===== src/rtl/hsb_pkg.sv =====
// shared types, constants and character helpers for the hex string parser
package hsb_pkg;

    // default store size in bytes, and the reset value of the limit register
    localparam int          MAX_BYTES_DEF = 32;
    localparam logic [5:0]  MAX_BYTES_RST = 6'd32;
    localparam logic [6:0]  LEN_CAP       = 7'd127;
    localparam int          DIGIT_W       = 5;

    // character codes
    localparam logic [7:0] CH_SPACE = 8'h20;
    localparam logic [7:0] CH_TAB   = 8'h09;
    localparam logic [7:0] CH_CR    = 8'h0D;
    localparam logic [7:0] CH_ZERO  = 8'h30;
    localparam logic [7:0] CH_NINE  = 8'h39;
    localparam logic [7:0] CH_A_UP  = 8'h41;
    localparam logic [7:0] CH_F_UP  = 8'h46;
    localparam logic [7:0] CH_A_LO  = 8'h61;
    localparam logic [7:0] CH_F_LO  = 8'h66;
    localparam logic [7:0] CH_X_UP  = 8'h58;
    localparam logic [7:0] CH_X_LO  = 8'h78;
    localparam logic [7:0] NIB_TEN  = 8'h0A;

    // digit store entry: bit 4 flags a non-hex character
    localparam logic [DIGIT_W-1:0] DIGIT_BAD  = 5'h10;
    localparam logic [DIGIT_W-1:0] DIGIT_ZERO = 5'h00;

    // status codes of the final item
    localparam logic [2:0] ST_END    = 3'd0;
    localparam logic [2:0] ST_TRAIL  = 3'd1;
    localparam logic [2:0] ST_SPACES = 3'd2;
    localparam logic [2:0] ST_BAD    = 3'd3;
    localparam logic [2:0] ST_EMPTY  = 3'd4;

    // scan phase of the current string
    typedef enum logic [1:0] {
        PH_LEAD,
        PH_TOKEN,
        PH_TAIL
    } t_phase;

    // controller states
    typedef enum logic [2:0] {
        S_IDLE,
        S_CALC,
        S_RDH,
        S_RDL,
        S_LOAD,
        S_STAT
    } t_state;

    // controller to datapath commands
    typedef struct packed {
        logic take_char;
        logic take_end;
        logic calc;
        logic sel_hi;
        logic cap_hi;
        logic load_byte;
        logic load_stat;
    } t_cmd;

    // datapath to controller status
    typedef struct packed {
        logic out_free;
        logic no_bytes;
        logic last_byte;
    } t_sts;

    function automatic logic is_ws(input logic [7:0] c);
        return c inside {CH_SPACE, [CH_TAB:CH_CR]};
    endfunction

    function automatic logic [DIGIT_W-1:0] to_digit(input logic [7:0] c);
        logic [7:0] v;
        v = 8'h00;
        if (c inside {[CH_A_LO:CH_F_LO]}) begin
            v = c - CH_A_LO + NIB_TEN;
        end else if (c inside {[CH_A_UP:CH_F_UP]}) begin
            v = c - CH_A_UP + NIB_TEN;
        end else if (c inside {[CH_ZERO:CH_NINE]}) begin
            v = c - CH_ZERO;
        end else begin
            return DIGIT_BAD;
        end
        return {1'b0, v[3:0]};
    endfunction

endpackage


===== src/rtl/hsb_ram.sv =====
// generic single write port ram with registered read
module hsb_ram #(
    parameter int WIDTH = 8,
    parameter int DEPTH = 64
) (
    input  logic                     i_clk,
    input  logic                     i_we,
    input  logic [$clog2(DEPTH)-1:0] i_waddr,
    input  logic [WIDTH-1:0]         i_wdata,
    input  logic [$clog2(DEPTH)-1:0] i_raddr,
    output logic [WIDTH-1:0]         o_rdata
);

    logic [WIDTH-1:0] r_mem [DEPTH];
    logic [WIDTH-1:0] r_rdata;

    // write and registered read
    always_ff @(posedge i_clk) begin
        if (i_we) begin
            r_mem[i_waddr] <= i_wdata;
        end
        r_rdata <= r_mem[i_raddr];
    end

    assign o_rdata = r_rdata;

endmodule


===== src/rtl/hsb_ctrl.sv =====
// controller state machine for the hex string parser
module hsb_ctrl (
    input  logic          i_clk,
    input  logic          i_rst_n,
    input  logic          i_in_valid,
    output logic          o_in_ready,
    input  logic          i_end_of_string,
    input  hsb_pkg::t_sts i_sts,
    output hsb_pkg::t_cmd o_cmd
);

    hsb_pkg::t_state r_state;
    hsb_pkg::t_state n_state;

    // state register
    always_ff @(posedge i_clk) begin
        if (!i_rst_n) begin
            r_state <= hsb_pkg::S_IDLE;
        end else begin
            r_state <= n_state;
        end
    end

    // next state and commands
    always_comb begin
        n_state    = r_state;
        o_cmd      = '0;
        o_in_ready = 1'b0;
        case (r_state)
            hsb_pkg::S_IDLE: begin
                o_in_ready = 1'b1;
                if (i_in_valid) begin
                    if (i_end_of_string) begin
                        o_cmd.take_end = 1'b1;
                        n_state        = hsb_pkg::S_CALC;
                    end else begin
                        o_cmd.take_char = 1'b1;
                    end
                end
            end
            hsb_pkg::S_CALC: begin
                o_cmd.calc = 1'b1;
                n_state    = i_sts.no_bytes ? hsb_pkg::S_STAT : hsb_pkg::S_RDH;
            end
            hsb_pkg::S_RDH: begin
                o_cmd.sel_hi = 1'b1;
                n_state      = hsb_pkg::S_RDL;
            end
            hsb_pkg::S_RDL: begin
                o_cmd.cap_hi = 1'b1;
                n_state      = hsb_pkg::S_LOAD;
            end
            hsb_pkg::S_LOAD: begin
                if (i_sts.out_free) begin
                    o_cmd.load_byte = 1'b1;
                    n_state = i_sts.last_byte ? hsb_pkg::S_STAT : hsb_pkg::S_RDH;
                end
            end
            hsb_pkg::S_STAT: begin
                if (i_sts.out_free) begin
                    o_cmd.load_stat = 1'b1;
                    n_state         = hsb_pkg::S_IDLE;
                end
            end
            default: begin
                n_state = hsb_pkg::S_IDLE;
            end
        endcase
    end

endmodule


===== src/rtl/hsb_dp.sv =====
// datapath: scan state, digit store, byte assembly and result register
module hsb_dp #(
    parameter int MAX_BYTES = hsb_pkg::MAX_BYTES_DEF
) (
    input  logic          i_clk,
    input  logic          i_rst_n,
    input  hsb_pkg::t_cmd i_cmd,
    output hsb_pkg::t_sts o_sts,
    input  logic [7:0]    i_character,
    input  logic          i_cfg_valid,
    input  logic [5:0]    i_cfg_max_bytes,
    output logic          o_out_valid,
    input  logic          i_out_ready,
    output logic          o_kind,
    output logic [7:0]    o_byte_value,
    output logic [2:0]    o_status,
    output logic [5:0]    o_byte_total,
    output logic          o_last
);

    localparam int         DEPTH   = 2 * MAX_BYTES;
    localparam int         AW      = $clog2(DEPTH);
    localparam logic [6:0] DEPTH_L = 7'(DEPTH);
    localparam logic [5:0] MAX_L   = 6'(MAX_BYTES);
    localparam int         DW      = hsb_pkg::DIGIT_W;

    // scan state
    hsb_pkg::t_phase r_phase, n_phase;
    logic [6:0]      r_len, n_len;
    logic            r_pend, n_pend;
    logic            r_nonsp, n_nonsp;
    logic            r_bad_vld, n_bad_vld;
    logic [AW-1:0]   r_bad_idx, n_bad_idx;
    logic [5:0]      r_max;

    // finish results
    logic            r_pad;
    logic [5:0]      r_num;
    logic [2:0]      r_stat;
    logic [5:0]      r_total;
    logic [5:0]      r_k;
    logic [3:0]      r_hi;

    // result register
    logic            r_ov;
    logic            r_kind;
    logic [7:0]      r_byte;
    logic [2:0]      r_ostat;
    logic [5:0]      r_otot;
    logic            r_last;

    // store port signals
    logic            we;
    logic [6:0]      wpos;
    logic [DW-1:0]   wdata;
    logic            push;
    logic [6:0]      rd_v;
    logic [6:0]      rd_pos;
    logic [DW-1:0]   rdata;

    // character classification
    logic            c_ws;
    logic            c_x;
    logic            c_zero;
    logic [DW-1:0]   c_dig;

    // finish arithmetic
    logic [5:0]      f_cnt;
    logic [7:0]      f_len_r;
    logic [6:0]      f_half_up;
    logic [5:0]      f_half;
    logic            f_pad;
    logic [5:0]      f_num;
    logic [6:0]      f_used;
    logic [6:0]      f_limit;
    logic            f_bad;
    logic            f_trunc;
    logic            f_none;
    logic [2:0]      f_stat;
    logic            out_free;

    assign c_ws   = hsb_pkg::is_ws(i_character);
    assign c_x    = (i_character == hsb_pkg::CH_X_LO) || (i_character == hsb_pkg::CH_X_UP);
    assign c_zero = (i_character == hsb_pkg::CH_ZERO);
    assign c_dig  = hsb_pkg::to_digit(i_character);

    // character scan and end-of-string handling
    always_comb begin
        n_phase   = r_phase;
        n_len     = r_len;
        n_pend    = r_pend;
        n_nonsp   = r_nonsp;
        n_bad_vld = r_bad_vld;
        n_bad_idx = r_bad_idx;
        we        = 1'b0;
        wpos      = r_len;
        wdata     = c_dig;
        push      = 1'b0;
        if (i_cmd.take_char) begin
            case (r_phase)
                hsb_pkg::PH_LEAD: begin
                    if (r_pend) begin
                        // zero already sits in entry 0; x drops it as a prefix
                        n_pend  = 1'b0;
                        n_phase = hsb_pkg::PH_TOKEN;
                        if (!c_x) begin
                            n_len = 7'd1;
                            if (c_ws) begin
                                n_phase = hsb_pkg::PH_TAIL;
                            end else begin
                                push = 1'b1;
                                wpos = 7'd1;
                            end
                        end
                    end else if (!c_ws) begin
                        if (c_zero) begin
                            n_pend = 1'b1;
                            we     = 1'b1;
                            wpos   = 7'd0;
                            wdata  = hsb_pkg::DIGIT_ZERO;
                        end else begin
                            n_phase = hsb_pkg::PH_TOKEN;
                            push    = 1'b1;
                        end
                    end
                end
                hsb_pkg::PH_TOKEN: begin
                    if (c_ws) begin
                        n_phase = hsb_pkg::PH_TAIL;
                    end else begin
                        push = 1'b1;
                    end
                end
                hsb_pkg::PH_TAIL: begin
                    if (!c_ws) begin
                        n_nonsp = 1'b1;
                    end
                end
                default: begin
                    n_phase = hsb_pkg::PH_LEAD;
                end
            endcase
            if (push) begin
                if (wpos < DEPTH_L) begin
                    we = 1'b1;
                    if (c_dig[DW-1] && !r_bad_vld) begin
                        n_bad_vld = 1'b1;
                        n_bad_idx = wpos[AW-1:0];
                    end
                end
                if (wpos < hsb_pkg::LEN_CAP) begin
                    n_len = wpos + 7'd1;
                end
            end
        end
        // a lone leading zero becomes the token
        if (i_cmd.take_end && r_pend) begin
            n_pend  = 1'b0;
            n_len   = 7'd1;
            n_phase = hsb_pkg::PH_TOKEN;
        end
        // rearm for the next string
        if (i_cmd.calc) begin
            n_phase   = hsb_pkg::PH_LEAD;
            n_len     = 7'd0;
            n_pend    = 1'b0;
            n_nonsp   = 1'b0;
            n_bad_vld = 1'b0;
        end
    end

    // byte count, padding and status at end of string
    always_comb begin
        f_cnt     = (r_max > MAX_L) ? MAX_L : r_max;
        f_len_r   = {1'b0, r_len} + 8'd1;
        f_half_up = f_len_r[7:1];
        f_half    = r_len[6:1];
        f_pad     = r_len[0] && ({1'b0, f_cnt} >= f_half_up);
        if (f_pad) begin
            f_num = f_half_up[5:0];
        end else begin
            f_num = (f_half > f_cnt) ? f_cnt : f_half;
        end
        f_used  = {f_num, 1'b0};
        f_limit = f_pad ? r_len : f_used;
        f_bad   = r_bad_vld && (7'(r_bad_idx) < f_limit);
        f_trunc = !f_pad && (f_used < r_len);
        f_none  = (f_cnt == 6'd0) || (r_len == 7'd0) || f_bad;
        if (f_cnt == 6'd0) begin
            f_stat = hsb_pkg::ST_BAD;
        end else if (r_len == 7'd0) begin
            f_stat = hsb_pkg::ST_EMPTY;
        end else if (f_bad) begin
            f_stat = hsb_pkg::ST_BAD;
        end else if (f_trunc) begin
            f_stat = hsb_pkg::ST_TRAIL;
        end else if (r_phase == hsb_pkg::PH_TAIL) begin
            f_stat = r_nonsp ? hsb_pkg::ST_TRAIL : hsb_pkg::ST_SPACES;
        end else begin
            f_stat = hsb_pkg::ST_END;
        end
    end

    // store read address: padding shifts stored digits by one
    assign rd_v   = {r_k, 1'b0} + (i_cmd.sel_hi ? 7'd0 : 7'd1);
    assign rd_pos = r_pad ? (rd_v - 7'd1) : rd_v;

    hsb_ram #(
        .WIDTH (DW),
        .DEPTH (DEPTH)
    ) u_store (
        .i_clk   (i_clk),
        .i_we    (we),
        .i_waddr (wpos[AW-1:0]),
        .i_wdata (wdata),
        .i_raddr (rd_pos[AW-1:0]),
        .o_rdata (rdata)
    );

    assign out_free = !r_ov || i_out_ready;

    // scan state and limit register
    always_ff @(posedge i_clk) begin
        if (!i_rst_n) begin
            r_phase   <= hsb_pkg::PH_LEAD;
            r_len     <= 7'd0;
            r_pend    <= 1'b0;
            r_nonsp   <= 1'b0;
            r_bad_vld <= 1'b0;
            r_max     <= hsb_pkg::MAX_BYTES_RST;
        end else begin
            r_phase   <= n_phase;
            r_len     <= n_len;
            r_pend    <= n_pend;
            r_nonsp   <= n_nonsp;
            r_bad_vld <= n_bad_vld;
            if (i_cfg_valid) begin
                r_max <= i_cfg_max_bytes;
            end
        end
    end

    // bad digit position, finish results and byte assembly
    always_ff @(posedge i_clk) begin
        r_bad_idx <= n_bad_idx;
        if (i_cmd.calc) begin
            r_pad   <= f_pad;
            r_num   <= f_num;
            r_stat  <= f_stat;
            r_total <= f_none ? 6'd0 : f_num;
            r_k     <= 6'd0;
        end else if (i_cmd.load_byte) begin
            r_k <= r_k + 6'd1;
        end
        if (i_cmd.cap_hi) begin
            r_hi <= (r_pad && (r_k == 6'd0)) ? 4'd0 : rdata[3:0];
        end
    end

    // result register valid
    always_ff @(posedge i_clk) begin
        if (!i_rst_n) begin
            r_ov <= 1'b0;
        end else if (i_cmd.load_byte || i_cmd.load_stat) begin
            r_ov <= 1'b1;
        end else if (i_out_ready) begin
            r_ov <= 1'b0;
        end
    end

    // result register payload
    always_ff @(posedge i_clk) begin
        if (i_cmd.load_byte) begin
            r_kind  <= 1'b0;
            r_byte  <= {r_hi, rdata[3:0]};
            r_ostat <= hsb_pkg::ST_END;
            r_otot  <= 6'd0;
            r_last  <= 1'b0;
        end else if (i_cmd.load_stat) begin
            r_kind  <= 1'b1;
            r_byte  <= 8'h00;
            r_ostat <= r_stat;
            r_otot  <= r_total;
            r_last  <= 1'b1;
        end
    end

    assign o_sts.out_free  = out_free;
    assign o_sts.no_bytes  = f_none;
    assign o_sts.last_byte = ((r_k + 6'd1) == r_num);

    assign o_out_valid  = r_ov;
    assign o_kind       = r_kind;
    assign o_byte_value = r_byte;
    assign o_status     = r_ostat;
    assign o_byte_total = r_otot;
    assign o_last       = r_last;

endmodule


===== src/rtl/hex_string_to_bytes_top.sv =====
// top level of the hex string to byte array parser
//
// Input channel (i_in_valid / o_in_ready) carries one character per transfer;
// a transfer with i_end_of_string set closes the string. Characters are taken
// one per cycle while the block is idle and cost no result. Leading whitespace
// and an optional 0x/0X prefix are skipped, the hex token is kept in a
// 2*MAX_BYTES entry digit ram. After the end marker the block computes the
// byte count in S_CALC, then emits each byte through S_RDH, S_RDL and S_LOAD
// (two ram reads and a load), and finally one status item with o_last set.
// A string with an error or no token yields the status item only.
// Output channel (o_out_valid / i_out_ready) is a single result register; a
// stalled receiver holds emission, while after the status item is loaded the
// next string's characters are already accepted.
// Config channel (i_cfg_valid / o_cfg_ready) writes max_bytes, always ready;
// write it only while the block is idle.
// Synchronous reset returns to the leading whitespace phase, empties the
// result register and sets max_bytes to 32. The ram is not cleared.
module hex_string_to_bytes_top #(
    parameter int MAX_BYTES = hsb_pkg::MAX_BYTES_DEF
) (
    input  logic       i_clk,
    input  logic       i_rst_n,
    input  logic       i_in_valid,
    output logic       o_in_ready,
    input  logic [7:0] i_character,
    input  logic       i_end_of_string,
    input  logic       i_cfg_valid,
    output logic       o_cfg_ready,
    input  logic [5:0] i_cfg_max_bytes,
    output logic       o_out_valid,
    input  logic       i_out_ready,
    output logic       o_kind,
    output logic [7:0] o_byte_value,
    output logic [2:0] o_status,
    output logic [5:0] o_byte_total,
    output logic       o_last
);

    hsb_pkg::t_cmd cmd;
    hsb_pkg::t_sts sts;

    assign o_cfg_ready = 1'b1;

    hsb_ctrl u_ctrl (
        .i_clk           (i_clk),
        .i_rst_n         (i_rst_n),
        .i_in_valid      (i_in_valid),
        .o_in_ready      (o_in_ready),
        .i_end_of_string (i_end_of_string),
        .i_sts           (sts),
        .o_cmd           (cmd)
    );

    hsb_dp #(
        .MAX_BYTES (MAX_BYTES)
    ) u_dp (
        .i_clk           (i_clk),
        .i_rst_n         (i_rst_n),
        .i_cmd           (cmd),
        .o_sts           (sts),
        .i_character     (i_character),
        .i_cfg_valid     (i_cfg_valid),
        .i_cfg_max_bytes (i_cfg_max_bytes),
        .o_out_valid     (o_out_valid),
        .i_out_ready     (i_out_ready),
        .o_kind          (o_kind),
        .o_byte_value    (o_byte_value),
        .o_status        (o_status),
        .o_byte_total    (o_byte_total),
        .o_last          (o_last)
    );

endmodule


===== config.mk =====
export PLATFORM = sky130hd
export DESIGN_NAME = hex_string_to_bytes_top
export DESIGN_NICKNAME = d
export VERILOG_FILES = /design/src/rtl/hsb_pkg.sv /design/src/rtl/hsb_ram.sv /design/src/rtl/hsb_ctrl.sv /design/src/rtl/hsb_dp.sv /design/src/rtl/hex_string_to_bytes_top.sv
export SDC_FILE = /design/constraint.sdc
export NUM_CORES = 1
export LEC_CHECK = 0
export BUFFER_PORTS_ARGS = -buffer_cell sky130_fd_sc_hd__buf_2
export CORE_MARGIN = 2
export CORE_UTILIZATION = 30
export CTS_CLUSTER_DIAMETER = 50
export CTS_CLUSTER_SIZE = 16
export DETAILED_ROUTE_END_ITERATION = 16
export GPL_ROUTABILITY_DRIVEN = 1
export PLACE_DENSITY = 0.52
export SETUP_SLACK_MARGIN = 0.4
export SLEW_MARGIN = 20
export SYNTH_ARGS = -nofsm -noshare
export SYNTH_HDL_FRONTEND = slang
export SYNTH_SLANG_ARGS = --single-unit

===== constraint.sdc =====
create_clock -name i_clk -period 5.1 [get_ports i_clk]
set_input_delay 0.51 -clock i_clk [delete_from_list [all_inputs] [get_ports i_clk]]
set_output_delay 0.51 -clock i_clk [all_outputs]
set_load 0.1 [all_outputs]

==> run summary, run 1 <==
status = completed
Avg WL per Cell = 18.3 um
Core Rows = 81
commonest cells in the netlist = 290 x edfxtp_1, 274 x nand2_1, 128 x nor2_1, 99 x nand3_1, 42 x dfxtp_1
Design Power = 8.44 mW
Final Hold Vio Count = 0
Worst Setup End Kind = register
Yosys warning count = 0
GR Overflow Total = 0
sequential area share after synthesis = 63.8%
Chip Width = 227 um
pwr dens = 491 mW/mm2
# H-tree levels = 2
1st-pass router iterations = 5
Hold Startpoint = i_cfg_max_bytes[5]
Netlist Area Pre-Place = 0.0150 mm2
worst r2r src = u_dp.r_len[1]
Via density = 4.96
Final Skew = 32.0 ps
core outline area = 0.0491 mm2
Area Overhead vs Synth = 15.0%
kind of critical path = reg2reg
Root Buffer = clkbuf_16
synthesized flop and latch total = 332
Mean Syn Cell Area = 11.4 um2
ys async rst share = 0%
count of buffers from port buffering = 40
CTS resizes = 0
Area contributors post-synth = edfxtp_1 58%, nand2_1 6.9%, dfxtp_1 5.6%
grt peak-use layer = met2
area leader, netlist = edfxtp_1
Worst Setup SP = u_dp.r_len[1]
Mapped Cells = 1316
Clock Sinks = 332
cts-stage hold buffer count = 0
first-pass GRT wire length = 57800 um
clk buf depth = 3
# diodes = 0
highest clock rate = 0.227 GHz
Hold Path Class = in2reg
Final ANT Viol Nets = 0
Max Cap Viol = 0
# setup viols final = 0
routing usage on met2 = 24.0%
Post-synth EDFFs = 290
drt total wl = 37200 um
Worst Path Required = 5500 ps
Design Area, Final = 0.0172 mm2
ys flop type = edfxtp_1
most numerous cell in the Yosys netlist = edfxtp_1
fin util = 35.1%
TNS Setup = 0 ps
Max Slew Vio Count = 0
Worst EP arrival = 4800 ps
Leak Pwr = 5.82 nW
placed cell area = 0.0160 mm2
initial antenna violation count = 0
number of DRC markers in iteration 0 = 815
HPWL Detailed = 24100 um
slowest stage cell on the critical path = dfxtp_1
Die Y = 227 um
final critical-path share of the clock period = 86.3%
full die area = 0.0517 mm2
vias in the first global route = 9899
RSZ-0062 raised after global routing = false
Syn Nets = 1370
R2R setup slack = 700 ps
met1 Resource Use GR = 20.2%
number of CTS-inserted buffers = 34
proportion of layout cells with a drive suffix above 1 = 11.5%
I/O Pins = 42
crit path time final = 4400 ps
Final #Nets = 1398
Max FO, Critical Path = 12
DRC = 0
slew margin rel. = 29.9%
Yosys cell types = 65
gpl congestion = 0.829
CTS tree = done
Worst Max-Slew Pin Slew = 1050 ps
Vias = 10100
Fillers = 4906
Max stage delay on crit path = 490 ps
worst vdd ir = 0.223 mV
worst setup margin = 697 ps
clock-pin transition on the worst setup and hold timing paths = 70 ps
GR Util met3 = 2.57%
Post-Place Setup Slack = 472 ps
Initial Utilization = 30.5%
largest net degree at the start of global routing = 129
setup bufs post-CTS = 0
critical path cell sequence = inv_1, nor3_2, and3_1, xnor2_1, ha_1, a21o_1, a221oi_2, o21ai_2, nor2_1, a21oi_1, ha_1, o21a_1, o21ai_0, nor3b_1, o2bb2ai_1, nand3_1, nand3_1, o311a_1
CP startpoint kind = register
Yosys top cell area share = 58.2%
clk_lat worst skew = 540 ps
All-Layer GR Usage = 14.6%
[metrics by stage]
stage	hold slack (ps)	cells
4_1_cts	194	2034
3_5_place_dp	440	1972
2_1_floorplan	451	1316
5_1_grt	205	2034
3_3_place_gp	436	1972
6_report	212	2034
[logic make-up (layout without fill, tap and decap cells)]
logic type	Yosys count	count (layout)	synth area share (%)
fa+ha+maj	34	34	2.84
mux	38	38	2.54
compound gates	172	172	7.57
flops	332	332	63.8
xor+xnor	29	29	1.75
simple gates	616	616	18.6
buf+inv	94	148	2.80
other cells	1	1	0.0251
[registers in the layout (all words and copies together), names as in the netlist, 2 cells and up]
signal,flops
u_dp.o_status,3
u_dp.r_k,6
u_dp.u_store.r_mem,256
u_dp.o_byte_total,6
u_dp.u_store.o_rdata,4
u_dp.r_total,6
u_ctrl.r_state,3
u_dp.r_num,6
u_dp.r_max,6
u_dp.o_byte_value,8
u_dp.r_len,7
u_dp.r_stat,3
u_dp.r_bad_idx,6
u_dp.r_hi,4
u_dp.r_phase,2
[layout make-up]
type	count	area (um2)	share of cell area [%]
well taps	664	831	4.83
clock buffers	40	905	5.26
flip-flops and latches	332	9550	55.5
inverters	22	82.6	0.480
clock inverters	22	299	1.74
multi-input cells	890	5110	29.7
repair buffers	64	418	2.43
[worst paths after layout]
path / endpoint / cells after the start
max: u_ctrl.r_state[2] / 18
min: u_dp.r_max[5] / 3
max reg2reg: u_ctrl.r_state[2] / 18
min reg2reg: u_dp.o_status[0] / 2
[worst max-delay path: cells and delay by family, from the launching register on]
kind | cells | cell delay (ps)
AOI/OAI and AO/OA | 8 | 1620
xor gates and xnor gates | 1 | 140
adders and majority gates | 2 | 570
buffers and inverters | 1 | 230
DFF | 1 | 490
and+or+nand+nor | 6 | 1220
[routing by layer]
metal / up-vias / routed length, um
met2: 241 / 17500
met5: - / 0
li1: 4833 / -
met1: 4982 / 17200
met3: 38 / 1960
met4: 0 / 513
[placed cells by master (no fill, tap or decap), drive strengths merged, types with 34 or more instances in the layout]
master / Yosys / layout
dfxtp: 42 / 42
nand2: 274 / 274
nand3: 106 / 106
mux2i: 38 / 38
clkbuf: 40 / 40
buf: 32 / 64
ha: 34 / 34
edfxtp: 290 / 290
o21ai: 37 / 37
a21oi: 40 / 40
nor2: 128 / 128
[where the power goes]
part	switching (mW)	total, mW	internal, mW
logic	1.86	2.59	0.732
registers	0.0981	3.20	3.10
clock network	1.09	2.65	1.56
Note: power is estimated with default switching activity, not from simulation.
==> run 2: changes to the inputs <==
--- a/config.mk
+++ b/config.mk
@@ -8,6 +8,7 @@
 export BUFFER_PORTS_ARGS = -buffer_cell sky130_fd_sc_hd__buf_2
 export CORE_MARGIN = 2
 export CORE_UTILIZATION = 30
+export CTS_BUF_LIST = sky130_fd_sc_hd__clkbuf_4 sky130_fd_sc_hd__clkbuf_8
 export CTS_CLUSTER_DIAMETER = 50
 export CTS_CLUSTER_SIZE = 16
 export DETAILED_ROUTE_END_ITERATION = 16
==> run 2 against run 1 <==
Effect of this change: sequential cell count unchanged; clock skew is 3.2 ps lower; sequential power about the same; maximum frequency up 0.36%; total power decreased by 8.0%; combinational power hardly changed; routed wire length up 0.25%; setup slack improved by 16 ps; non-clock buffer count is the same; utilization is 0.80 points lower; register-to-register slack improved by 20 ps; critical endpoint unchanged.
==> run summary, run 2 (same netlist as run 1, synthesis figures left out) <==
first-pass GRT wire length = 57800 um
All-Layer GR Usage = 14.6%
critical path cell sequence = inv_1, nor3_2, and3_1, xnor2_1, ha_1, a21o_1, a221oi_2, o21ai_2, nor2_1, a21oi_1, ha_1, o21a_1, o21ai_0, nor3b_1, o2bb2ai_1, nand3_1, nand3_1, o311a_1
count of buffers from port buffering = 40
drt total wl = 37300 um
Fillers = 4949
worst r2r dst = u_ctrl.r_state[2]
grt peak-use layer = met2
R2R setup slack = 710 ps
highest clock rate = 0.228 GHz
Final Hold Vio Count = 0
GR Overflow Total = 0
HPWL Detailed = 24100 um
I/O Pins = 42
1st-pass router iterations = 5
Chip Width = 227 um
slew margin rel. = 30.6%
setup bufs post-CTS = 0
TNS Setup = 0 ps
Max stage delay on crit path = 490 ps
Area Overhead vs Synth = 12.3%
slowest stage cell on the critical path = dfxtp_1
Root Buffer = clkbuf_8
RSZ-0062 raised after global routing = false
met1 Resource Use GR = 20.1%
final critical-path share of the clock period = 86.0%
worst vdd ir = 0.221 mV
commonest non-fill, non-tap cell in the layout = edfxtp_1
Die Y = 227 um
worst r2r src = u_dp.r_len[1]
Leak Pwr = 5.65 nW
FF-to-FF path depth = 18
DRC = 0
CTS resizes = 0
GR Util met3 = 2.37%
Worst EP arrival = 4840 ps
clk buf depth = 3
initial antenna violation count = 0
status = completed
Final #Nets = 1398
Worst Max-Slew Pin Slew = 1040 ps
delay-heaviest family, CP = compound AO/OA/AOI/OAI gates
Worst Setup End Kind = register
Reg with most FFs = u_dp.u_store.r_mem
core outline area = 0.0491 mm2
# setup viols final = 0
Worst Path Required = 5550 ps
cts-stage hold buffer count = 0
pwr dens = 462 mW/mm2
vias in the first global route = 9903
CTS tree = done
# H-tree levels = 2
number of CTS-inserted buffers = 34
crit path time final = 4390 ps
largest net degree at the start of global routing = 129
commonest cells after routing, fill and taps aside = 290 x edfxtp_1, 274 x nand2_1, 122 x nor2_1
Core Rows = 81
proportion of layout cells with a drive suffix above 1 = 11.8%
Hold Startpoint = i_cfg_max_bytes[5]
Final ANT Viol Nets = 0
# diodes = 0
clock-pin transition on the worst setup and hold timing paths = 90 ps
CP bufs+invs = 1
Design Power = 7.77 mW
Vias = 10100
kind of critical path = reg2reg
Initial Utilization = 30.5%
Avg WL per Cell = 18.3 um
max reg flops = 256
number of DRC markers in iteration 0 = 807
CP startpoint kind = register
Clock Sinks = 332
routing usage on met2 = 24.0%
Hold Crit Depth = 3
gpl congestion = 0.829
Max Slew Vio Count = 0
Hold Path End = u_dp.r_max[5]
Hold Path Class = in2reg
clk_lat worst skew = 580 ps
full die area = 0.0517 mm2
Via density = 4.94
Max FO, Critical Path = 12
Max Cap Viol = 0
Final Skew = 28.8 ps
==> run 2: changes by cell type in the layout (fill, tap and decap cells not counted), sizes merged <==
cell | before | now
clkinv | 12 | 10
inv | 26 | 28
==> run 2: layer usage <==
| layer | up-vias | share of wire (%) |
|---|---|---|
| li1 | 4820 | - |
| met1 | 4964 | 46 |
| met2 | 235 | 47 |
| met3 | 39 | 4.9 |
| met4 | 0 | 1.5 |
| met5 | - | 0 |
==> run 2: how the worst max path moves through the flow <==
stage | startpoint | to | depth (start not counted)
floorplan | u_dp.r_len[3] | u_dp.r_stat[1] | 21
global route | u_dp.r_len[1] | u_ctrl.r_state[2] | 18
global placement | u_dp.r_len[1] | u_dp.r_stat[1] | 18
CTS | u_dp.r_len[1] | u_dp.r_stat[1] | 18
finish | u_dp.r_len[1] | u_ctrl.r_state[2] | 18
detailed placement | u_dp.r_len[1] | u_dp.r_stat[1] | 18
==> run 2: worst min-delay path, delay by kind of cell <==
family          cells  cell delay [ps]
compound gates      1               70
buf+inv             1               70
simple gates        1               40
==> run 2: layout make-up <==
| type | instances | area [um2] | area share, % |
|---|---|---|---|
| flip-flops and latches | 332 | 9550 | 56.8 |
| clock inverters | 22 | 284 | 1.69 |
| well taps | 664 | 831 | 4.94 |
| clock buffers | 40 | 526 | 3.13 |
| multi-input cells | 890 | 5110 | 30.4 |
| inverters | 22 | 82.6 | 0.491 |
| repair buffers | 64 | 418 | 2.49 |
==> run 2: through the flow <==
| step | hold slack (ps) | std cells | utilization (%) | setup WS [ps] | cell area [um2] |
|---|---|---|---|---|---|
| 2_1_floorplan | 451 | 1316 | - | 1010 | 15000 |
| 6_report | 171 | 2034 | 34.3 | 713 | 16800 |
| 4_1_cts | 132 | 2034 | 34.2 | 418 | 16800 |
| 3_5_place_dp | 440 | 1972 | 32.6 | 472 | 16000 |
| 3_3_place_gp | 436 | 1972 | 32.6 | 527 | 16000 |
| 5_1_grt | 155 | 2034 | 34.3 | 414 | 16800 |
==> run 2: power by group <==
group | switching (mW) | internal (mW)
logic | 1.86 | 0.733
clock network | 1.01 | 0.982
registers | 0.0984 | 3.10
total | 2.96 | 4.81
==> run 3: changes to the inputs <==
--- a/config.mk
+++ b/config.mk
@@ -6,7 +6,7 @@
 export NUM_CORES = 1
 export LEC_CHECK = 0
 export BUFFER_PORTS_ARGS = -buffer_cell sky130_fd_sc_hd__buf_2
-export CORE_MARGIN = 2
+export CORE_MARGIN = 10
 export CORE_UTILIZATION = 30
 export CTS_BUF_LIST = sky130_fd_sc_hd__clkbuf_4 sky130_fd_sc_hd__clkbuf_8
 export CTS_CLUSTER_DIAMETER = 50
==> run 3 against run 2 <==
Effect of this change: register-to-register slack better by 40 ps; routed wire length up 3.1%; count of clock-buffer cells in the layout up 2; setup slack better by 36 ps; first-iteration DRC count down 7.4%; clock power down 7%; via count up 0.19%; final area up 0.10%; combinational power up 3%; sequential cell count unchanged.
==> run summary, run 3 (same netlist as run 1, synthesis figures left out) <==
status = completed
max reg flops = 256
count of buffers from port buffering = 40
fin util = 34.2%
Reg with most FFs = u_dp.u_store.r_mem
pwr dens = 459 mW/mm2
# setup viols final = 0
cts-stage hold buffer count = 0
Via density = 4.93
HPWL Detailed = 25600 um
final critical-path share of the clock period = 85.3%
Final ANT Viol Nets = 0
slew margin rel. = 33.8%
Leak Pwr = 5.66 nW
clk_lat worst skew = 610 ps
number of DRC markers in iteration 0 = 747
clk buf depth = 3
Root Buffer = clkbuf_8
Die Y = 243 um
Final #Nets = 1408
Final Skew = 31.8 ps
Worst EP arrival = 4790 ps
drt total wl = 38400 um
Initial Utilization = 30.4%
DRC = 0
slowest stage cell on the critical path = nor2_2
full die area = 0.0592 mm2
crit-path most repeated cell = ha_1
crit path time final = 4350 ps
All-Layer GR Usage = 12.8%
# H-tree levels = 2
Max Slew Vio Count = 0
Worst Max-Slew Pin Slew = 994 ps
highest clock rate = 0.230 GHz
commonest cells after routing, fill and taps aside = 290 x edfxtp_1, 274 x nand2_1, 122 x nor2_1
TNS Setup = 0 ps
commonest non-fill, non-tap cell in the layout = edfxtp_1
Max FO, Critical Path = 13
delay-heaviest family, CP = simple AND/OR/NAND/NOR gates
Worst Setup End Kind = register
largest net degree at the start of global routing = 69
Clock Sinks = 332
GR Overflow Total = 0
gpl congestion = 0.836
number of CTS-inserted buffers = 36
CP bufs+invs = 0
Area Overhead vs Synth = 12.4%
Max stage delay on crit path = 510 ps
Worst Path Required = 5540 ps
CP startpoint kind = register
I/O Pins = 42
initial antenna violation count = 1
Hold Path Class = in2reg
Vias = 10100
Chip Width = 243 um
Avg WL per Cell = 18.8 um
critical path cell sequence = ha_1, nand3_1, nor2_1, xnor2_1, ha_1, and3_1, a221oi_4, nor2_2, nor2_1, a21o_1, a221o_1, ha_1, o21ai_0, a21oi_1, nor3_1, or3b_2, a21oi_1
clock-pin transition on the worst setup and hold timing paths = 70 ps
kind of critical path = reg2reg
Max Cap Viol = 0
vias in the first global route = 10100
Core Rows = 81
1st-pass router iterations = 5
worst vdd ir = 0.236 mV
CTS tree = done
proportion of layout cells with a drive suffix above 1 = 12.4%
core outline area = 0.0492 mm2
Final Hold Vio Count = 0
RSZ-0062 raised after global routing = false
first-pass GRT wire length = 60200 um
setup bufs post-CTS = 0
==> run 3: worst min-delay path: stages <==
cell	delay, ps
buf_2	70
nand2_1	40
o211ai_1	60
==> run 3: timing repair <==
action                                  CTS  global route
cloned                                    0             0
resized for setup                         1             7
endpoints found under the setup margin    4            11
==> run 3: report_power, final <==
group          internal, mW  switching (mW)  leakage (nW)
clock                 0.818            1.04         0.387
combinational         0.768            1.91          2.60
sequential             3.10          0.0969          2.67
total                  4.68            3.05          5.66
==> run 3: path summary, 6_finish.rpt <==
kind / cells after the start / slack [ps] / to / from
setup / recovery: 17 / 750 / u_dp.r_stat[1] / u_dp.r_len[1]
hold / removal: 3 / 140 / u_dp.r_max[5] / i_cfg_max_bytes[5]
setup reg to reg: 17 / 750 / u_dp.r_stat[1] / u_dp.r_len[1]
hold reg to reg: 2 / 460 / u_dp.o_status[0] / u_dp.o_status[0]
==> run 3: metal layers <==
layer	routed length [um]	GRT usage, %	vias up
li1	-	-	4842
met1	17800	17.2	4943
met2	17900	20.8	241
met3	1980	2.23	51
met4	739	3.34	0
met5	0	0	-
==> run 3: layout make-up <==
class                   count  area (um2)
fillers                  4949       32300
flip-flops and latches    332        9550
multi-input cells         890        5130
well taps                 664         831
clock buffers              42         553
repair buffers             72         478
clock inverters            23         195
inverters                  22        82.6
diodes                      1        2.50
==> run 3: through the flow <==
step	hold WS, ps	setup slack [ps]	instance area (um2)	total power, mW	instances
after CTS	101	401	16800	7.79	2045
after detailed placement	443	383	16000	5.94	1980
after floorplan	451	1010	15000	5.12	1316
after global placement	433	599	16000	5.91	1980
after global routing	132	383	16800	8.16	2046
final	141	749	16800	7.73	2046
